### config.mk
export PLATFORM = sky130hd
export DESIGN_NAME = rna_ctrl
export DESIGN_NICKNAME = d
export VERILOG_FILES = /design/src/design/rna_pkg.sv /design/src/design/rna_ctrl.sv
export SDC_FILE = /design/constraint.sdc
export NUM_CORES = 1
export LEC_CHECK = 0
export BUFFER_PORTS_ARGS = -buffer_cell sky130_fd_sc_hd__buf_2
export CAP_MARGIN = 0
export CORE_AREA = 2 2 57 59
export CTS_CLUSTER_SIZE = 40
export DETAILED_ROUTE_END_ITERATION = 10
export DIE_AREA = 0 0 59 61
export PLACE_DENSITY_LB_ADDON = 0.15
export REMOVE_ABC_BUFFERS = 1
export SLEW_MARGIN = 20
export SYNTH_ARGS = -nofsm -noshare
export SYNTH_HDL_FRONTEND = slang
export SYNTH_SLANG_ARGS = --single-unit
### constraint.sdc
create_clock -name clk_i -period 3.6 [get_ports clk_i]
set_input_delay 0.54 -clock clk_i [delete_from_list [all_inputs] [get_ports clk_i]]
set_output_delay 0.54 -clock clk_i [all_outputs]
set_load 0.005 [all_outputs]
### src/design/rna_pkg.sv
package rna_pkg;

  typedef enum logic [2:0] {
    FN_ADD = 3'd0,
    FN_SUB = 3'd1,
    FN_MUL = 3'd2,
    FN_DIV = 3'd3,
    FN_CMP = 3'd4
  } func_e;

  typedef enum logic [1:0] {
    ORD_LESS = 2'd0,
    ORD_EQ   = 2'd1,
    ORD_GT   = 2'd2
  } order_e;

  typedef enum logic [1:0] {
    ST_OK   = 2'd0,
    ST_ZERO = 2'd1,
    ST_OVF  = 2'd2
  } status_e;

  typedef enum logic [4:0] {
    OP_NOP,
    OP_LOAD,
    OP_CHK,
    OP_DISP,
    OP_CHKDIV,
    OP_JMP,
    OP_OUT,
    OP_GCD,
    OP_DIV,
    OP_MUL,
    OP_FIXA,
    OP_FIXB,
    OP_NEGB,
    OP_SWAPB,
    OP_COMB,
    OP_XSIGN,
    OP_RES
  } op_e;

  typedef enum logic [2:0] {
    RS_AN,
    RS_AD,
    RS_BN,
    RS_BD,
    RS_T,
    RS_G
  } rsel_e;

  typedef enum logic [1:0] {
    RK_NONE,
    RK_ERR,
    RK_ARITH,
    RK_CMP
  } rkind_e;

  typedef struct packed {
    op_e    op;
    rsel_e  src_a;
    rsel_e  src_b;
    rsel_e  dst;
    rkind_e kind;
  } cmd_t;

  typedef struct packed {
    logic [2:0] func;
    logic       func_bad;
    logic       den_zero;
    logic       bn_zero;
    logic       unit_done;
    logic       out_free;
  } dp_stat_t;

  localparam logic [4:0] PC_SUB = 5'd10;
  localparam logic [4:0] PC_ADD = 5'd11;
  localparam logic [4:0] PC_RED = 5'd18;
  localparam logic [4:0] PC_DIV = 5'd23;
  localparam logic [4:0] PC_MUL = 5'd25;
  localparam logic [4:0] PC_CMP = 5'd29;

  function automatic cmd_t mk(op_e op, rsel_e a = RS_AN, rsel_e b = RS_AN,
                              rsel_e d = RS_AN, rkind_e k = RK_NONE);
    cmd_t c;
    c.op    = op;
    c.src_a = a;
    c.src_b = b;
    c.dst   = d;
    c.kind  = k;
    return c;
  endfunction

  function automatic cmd_t ucode(logic [4:0] pc);
    cmd_t c;
    c = mk(OP_NOP);
    case (pc)
      5'd0:  c = mk(OP_CHK);
      5'd1:  c = mk(OP_GCD, RS_AN, RS_AD);
      5'd2:  c = mk(OP_DIV, RS_AN, RS_AN, RS_AN);
      5'd3:  c = mk(OP_DIV, RS_AD, RS_AN, RS_AD);
      5'd4:  c = mk(OP_FIXA);
      5'd5:  c = mk(OP_GCD, RS_BN, RS_BD);
      5'd6:  c = mk(OP_DIV, RS_BN, RS_AN, RS_BN);
      5'd7:  c = mk(OP_DIV, RS_BD, RS_AN, RS_BD);
      5'd8:  c = mk(OP_FIXB);
      5'd9:  c = mk(OP_DISP);
      5'd10: c = mk(OP_NEGB);
      5'd11: c = mk(OP_GCD, RS_AD, RS_BD);
      5'd12: c = mk(OP_DIV, RS_AD, RS_AN, RS_T);
      5'd13: c = mk(OP_MUL, RS_BN, RS_T, RS_BN);
      5'd14: c = mk(OP_DIV, RS_BD, RS_AN, RS_T);
      5'd15: c = mk(OP_MUL, RS_AN, RS_T, RS_AN);
      5'd16: c = mk(OP_MUL, RS_AD, RS_T, RS_AD);
      5'd17: c = mk(OP_COMB);
      5'd18: c = mk(OP_GCD, RS_AN, RS_AD);
      5'd19: c = mk(OP_DIV, RS_AN, RS_AN, RS_AN);
      5'd20: c = mk(OP_DIV, RS_AD, RS_AN, RS_AD);
      5'd21: c = mk(OP_FIXA);
      5'd22: c = mk(OP_OUT, RS_AN, RS_AN, RS_AN, RK_ARITH);
      5'd23: c = mk(OP_CHKDIV);
      5'd24: c = mk(OP_SWAPB);
      5'd25: c = mk(OP_MUL, RS_AN, RS_BN, RS_AN);
      5'd26: c = mk(OP_MUL, RS_AD, RS_BD, RS_AD);
      5'd27: c = mk(OP_XSIGN);
      5'd28: c = mk(OP_JMP);
      5'd29: c = mk(OP_MUL, RS_AN, RS_BD, RS_T);
      5'd30: c = mk(OP_MUL, RS_BN, RS_AD, RS_G);
      5'd31: c = mk(OP_OUT, RS_AN, RS_AN, RS_AN, RK_CMP);
      default: c = mk(OP_NOP);
    endcase
    return c;
  endfunction

endpackage

### src/design/rna_ctrl.sv
module rna_ctrl import rna_pkg::*; (
  input  logic     clk_i,
  input  logic     rst_ni,
  input  logic     in_valid_i,
  output logic     in_ready_o,
  input  dp_stat_t stat_i,
  output cmd_t     cmd_o
);

  typedef enum logic [3:0] {
    S_IDLE  = 4'b0001,
    S_ISSUE = 4'b0010,
    S_WAIT  = 4'b0100,
    S_RES   = 4'b1000
  } state_e;

  state_e     state_q, state_d;
  logic [4:0] pc_q, pc_d;
  rkind_e     kind_q, kind_d;
  cmd_t       u;

  assign u = ucode(pc_q);

  always_comb begin
    state_d    = state_q;
    pc_d       = pc_q;
    kind_d     = kind_q;
    in_ready_o = 1'b0;
    cmd_o      = mk(OP_NOP);
    case (state_q)
      S_IDLE: begin
        in_ready_o = 1'b1;
        if (in_valid_i) begin
          cmd_o   = mk(OP_LOAD);
          pc_d    = 5'd0;
          state_d = S_ISSUE;
        end
      end
      S_ISSUE: begin
        case (u.op)
          OP_CHK: begin
            if (stat_i.func_bad) begin
              kind_d  = RK_NONE;
              state_d = S_RES;
            end else if (stat_i.den_zero) begin
              kind_d  = RK_ERR;
              state_d = S_RES;
            end else begin
              pc_d = pc_q + 5'd1;
            end
          end
          OP_DISP: begin
            case (stat_i.func)
              FN_ADD:  pc_d = PC_ADD;
              FN_SUB:  pc_d = PC_SUB;
              FN_MUL:  pc_d = PC_MUL;
              FN_DIV:  pc_d = PC_DIV;
              default: pc_d = PC_CMP;
            endcase
          end
          OP_CHKDIV: begin
            if (stat_i.bn_zero) begin
              kind_d  = RK_ERR;
              state_d = S_RES;
            end else begin
              pc_d = pc_q + 5'd1;
            end
          end
          OP_JMP: pc_d = PC_RED;
          OP_OUT: begin
            kind_d  = u.kind;
            state_d = S_RES;
          end
          OP_GCD, OP_DIV: begin
            cmd_o   = u;
            pc_d    = pc_q + 5'd1;
            state_d = S_WAIT;
          end
          default: begin
            cmd_o = u;
            pc_d  = pc_q + 5'd1;
          end
        endcase
      end
      S_WAIT: begin
        if (stat_i.unit_done) state_d = S_ISSUE;
      end
      S_RES: begin
        if (stat_i.out_free) begin
          cmd_o   = mk(OP_RES, RS_AN, RS_AN, RS_AN, kind_q);
          state_d = S_IDLE;
        end
      end
      default: state_d = S_IDLE;
    endcase
  end

  always_ff @(posedge clk_i or negedge rst_ni) begin
    if (!rst_ni) begin
      state_q <= S_IDLE;
      pc_q    <= 5'd0;
      kind_q  <= RK_NONE;
    end else begin
      state_q <= state_d;
      pc_q    <= pc_d;
      kind_q  <= kind_d;
    end
  end

endmodule

Word-level counts from Yosys, hierarchy flattened
Memories as Yosys holds them, arrays and structs flattened.
Cells that the tools add are included.
{"block": "op_classes", "reduce_logical": 8, "n_mux": 24, "n_addsub": 1, "eq_ne": 26}
{"operator": "$pmux W16 S3", "count": 1}
{"operator": "$mux W16", "count": 2}
{"operator": "$pmux W4 S4", "count": 2}
{"operator": "$pmux W5 S5", "count": 1}
{"operator": "$mux W4", "count": 6}
{"operator": "$eq A5 B3 Y1 const B", "count": 4}
{"operator": "$mux W5", "count": 4}
{"operator": "$pmux W5 S4", "count": 1}
{"operator": "$ne A3 B3 Y1 const B", "count": 5}
{"operator": "$mux W12", "count": 1}
{"operator": "$reduce_and A6 Y1", "count": 2}
{"operator": "$eq A5 B2 Y1 const B", "count": 2}
{"operator": "$ne A2 B2 Y1 const B", "count": 5}
{"operator": "$pmux W5 S2", "count": 1}
{"operator": "$eq A3 B2 Y1 const B", "count": 2}
{"operator": "$mux W2", "count": 3}
{"operator": "$pmux W2 S3", "count": 1}
{"operator": "$add A5 B1 Y5 const B", "count": 1}
{"operator": "$eq A5 B4 Y1 const B", "count": 1}
{"operator": "$ne A5 B2 Y1 const B", "count": 1}
{"operator": "$reduce_or A5 Y1", "count": 1}
{"operator": "$eq A4 B1 Y1 const B", "count": 1}
{"operator": "$eq A4 B2 Y1 const B", "count": 1}
{"operator": "$eq A4 B3 Y1 const B", "count": 1}
{"operator": "9 further kinds", "count": 9}
{"block": "totals", "output_inout_bits": 17, "input_bits": 11, "regBits": 11, "wordCells": 63, "romBits": 448, "memories": 1}
{"memory": "(no name shown)", "depth": 32, "width": 14, "rd": 1, "rd_ports_with_merged_regs": 0, "write_ports": 0, "line_no": "rna_pkg.sv:97", "source": "case (pc)"}

Logic depth before layout (Yosys ltp)
{"block": "depth", "ltp_word": 5, "depth_mapped": 12, "ltp_nobuf": 9}

Least setup slack after synthesis
OpenSTA, ideal clock, no wires.
{"block": "synth_path", "path_type": "register -> output", "startpoint": "register pc_q[0]", "endpoint": "output cmd_o[3] in the netlist's numbering", "path_stages_with_launch": 12, "slack_ps": 483, "path_buffers": 2, "required_ps": 3060, "arrival_time_ps": 2577, "cell_sequence": "dfrtp_1 buf_2 inv_1 ha_1 clkbuf_1 nand2b_1 o221a_2 nor2_2 nand2_2 o211ai_1 nand2_1 a2111oi_2"}
{"item": "from (decl)", "line_no": "rna_ctrl.sv:18", "source": "logic [4:0] pc_q, pc_d;"}
{"item": "from (signal assigned)", "line_no": "rna_ctrl.sv:105", "source": "pc_q <= pc_d;"}
{"item": "to (decl)", "line_no": "rna_ctrl.sv:7", "source": "output cmd_t cmd_o"}

==> flow_summary.toml <==
[yosys]
synth-async-reset-ratio_pct = 100
yosys_register_bits = 11
muxShareOfSynthArea_pct = 2.60
synth_enable_flop_cells = 0
yosysWarnings = 0
syn_area_mm2 = 0.00163
synth-main-ff-cell = "dfrtp_1"
synth_fa_ha_area_share_pct = 7.66
postSynthCellCount = 219
seq_area_frac_synth_pct = 16.9
synth-compound-area-share_pct = 33.5
yosysUniqueCellTypes = 65
synthSimpleGateAreaFrac_pct = 30.2
synthXorXnorAreaFrac_pct = 1.07
syn_area_per_cell_um2 = 7.46
synth_top_family_by_area = "compound AO/OA/AOI/OAI gates"

[sta]
max_freq_mhz = 291
skew_ns = 0.00275
finalHoldViolCount = 0
fin_crit_sh_pct = 95.5
rsz0062_at_grt = "false"
final.setup.tns_ns = 0
min_period_ns = 3.44
setup_viol = 0
max_slew_margin_pct = 60.4
final_max_slew_viol_count = 0
tightestPinTransition_ns = 0.590

[power]
seqPwrFrac_pct = 16.8
internal_power_w = 0.000657
p_sw_w = 0.000851
ir_drop_v = 0.000406
swShare_pct = 56.5
p_leak_nw = 0.775
fin_total_pwr_w = 0.00151
power.share.clock_pct = 6.0
combPwrFrac_pct = 77.3
power_density_mw_per_mm2 = 827

[place]
portBuffers = 26
dp.final_hpwl_um = 3510
place_congestion = 0.928

[global_routing]
grt_pass1_wl_um = 7400
grt_usage_pct = 26.8
grt_pass1_vias = 1600
grt_max_degree = 19
overflow = 0
antenna_found_initial = 0

[worst_hold_path]
hold_path_class = "primary input to async pin"

[cells_and_area]
drive_gt1_share_pct = 27.2
diodes = 0
num-nets-final = 265
area_growth_syn_to_layout_pct = 11.6
nFillCells = 270

[die]
die_area_mm2 = 0.00360
start_util_pct = 55.3
die_y_um = 61
die_x_um = 59
core_mm2 = 0.00295
io_pins = 28
num_rows = 20

[route]
detail-route-antenna-nets = 0
wirelength_um = 4560
via_count = 1755
drt_iter0_drc = 154
drcViolationCount = 0
wl_per_cell_um = 16.5
vias_per_cell = 6.36
drtPass1Iterations = 5

[clocking]
htreeDepth = 1
cts_max_path_buffers = 2
root_buffer = "clkbuf_4"
clock_latency_ns = 0.28
numCtsBuffers = 3
cts_tree = "yes"
cts_sinks = 11
clk_pin_slew_ns = 0.08

[worst_setup_path]
required_ns = 3.06
worstPathMaxFanout = 10
crit_type = "flop to primary output"
rr_worst_depth = 9
end_kind = "primary output"
cpMaxStageDelayCell = "ha_2"
cp.arrival_ns = 2.90
worst_path_largest_cell_delay_ns = 0.46
start_kind = "flop"
path_cells = "inv_1, ha_2, nand2b_1, o221a_2, nor2_2, nand2_2, o211ai_1, nand2_1, buf_4, a311oi_1, buf_2"

[job]
maxCapViolations = 0

[status]
status = "finished clean"
## timing repair
action	in CTS	in global routing
gates resized for setup	0	3
setup endpoints to repair	0	9
buffers inserted	0	0
hold buffers	0	0
## layout make-up
class	instances	area (um^2)	area share, %
repair buffers	37	213	11.7
multi-input cells	183	1230	67.7
inverters	8	30.0	1.65
clock buffers	3	22.5	1.23
well taps	33	41.3	2.26
flip-flops and latches	11	278	15.2
clock inverters	1	5.00	0.274
## logic make-up after synthesis
logic type | after synthesis
simple gates | 94
compound gates | 72
buf+inv | 25
flops | 11
fa+ha+maj | 10
mux | 4
xor+xnor | 2
other cells | 1
## final timing paths
path / start / end / slack (ns)
max: pc_q[1]$_DFFE_PN0P_ / cmd_o[8] / 0.16
min: rst_ni / state_q[1]$_DFFE_PN0P_ / 0.12
max reg2reg: pc_q[0]$_DFFE_PN0P_ / state_q[1]$_DFFE_PN0P_ / 0.81
min reg2reg: kind_q[1]$_DFFE_PN0P_ / kind_q[1]$_DFFE_PN0P_ / 0.52
max in group asynchronous: rst_ni / state_q[0]$_DFFE_PN1P_ / 3.22
min in group clk_i: kind_q[1]$_DFFE_PN0P_ / kind_q[1]$_DFFE_PN0P_ / 0.52
## metrics by stage
step	cells	util, %	instance area (um^2)	setup slack, ns	hold slack, ns
after floorplan	202	-	1540	0.334	0.244
after global placement	272	60.6	1790	0.473	0.420
after detailed placement	272	60.6	1790	0.363	0.423
after CTS	276	61.6	1820	0.0453	0.123
after global routing	276	61.8	1820	0.0281	0.134
final	276	61.8	1820	0.161	0.116
## per-layer routing
metal  GRT usage (%)  routed length (um)  up-vias
met5               0                   0        -
met2            43.7                2140       82
met1            36.9                2000      811
met4            6.82                  65        0
li1                -                   -      854
met3            4.69                 349        8
## registers in the layout (all words and copies together) (netlist names)
name / flops
pc_q: 5
state_q: 4
kind_q: 2
## worst max-delay path, delay by kind of cell, from the launching register on
| family | cells | cell delay [ns] |
|---|---|---|
| AO/OA/AOI/OAI | 3 | 0.65 |
| flip-flops | 1 | 0.45 |
| buffers and inverters | 3 | 0.52 |
| AND/OR/NAND/NOR | 4 | 0.53 |
| adder cells (fa/ha/maj) | 1 | 0.46 |
## layout by cell type (no fill, tap or decap), types with 3 or more instances in the layout
master     n
a21oi_1   19
a31oi_1    3
buf_2     26
buf_4     11
clkbuf_4   3
dfrtp_1    9
ha_1       8
inv_1      7
nand2_1   25
nand2b_1   9
nand3_1    7
nor2_1    20
nor2b_1    4
nor3_1    10
o21ai_0   11
o22ai_1    4
o31ai_1    3
## power groups by stage
stage          Sequential (W)  Combinational (W)   Clock, W
2_1_floorplan        0.000274           0.000776          0
3_3_place_gp         0.000247            0.00109          0
3_5_place_dp         0.000250            0.00113          0
4_1_cts              0.000247            0.00114  0.0000911
5_1_grt              0.000263            0.00128  0.0000958
6_report             0.000253            0.00117  0.0000903
## Yosys cell counts, drive strengths merged, types with 2 or more instances
cell type  count  area share (%)
nand2         26             6.1
nor2          21             5.0
a21oi         19             5.8
buf           13             5.1
o21ai         13             4.2
nor3          12             4.3
dfrtp         10              15
ha            10             7.7
nand2b         9             3.4
inv            8             1.8
nand3          7             2.1
clkbuf         4            0.92
nor2b          4             1.5
o22ai          4             1.5
a211oi         3             2.0
a311oi         3             2.4
a31oi          3             1.1
nor3b          3             1.7
o221ai         3             2.7
o31ai          3             1.4
a2111oi        2             1.8
a211o          2             1.1
mux2           2             1.4
mux2i          2             1.2
nor4b          2             1.5
o2111ai        2             1.1
o21a           2            0.92
o221a          2             1.4
o22a           2             1.1
o32a           2             1.2
or2b           2            0.92
Note: power is estimated with default switching activity, not from simulation.
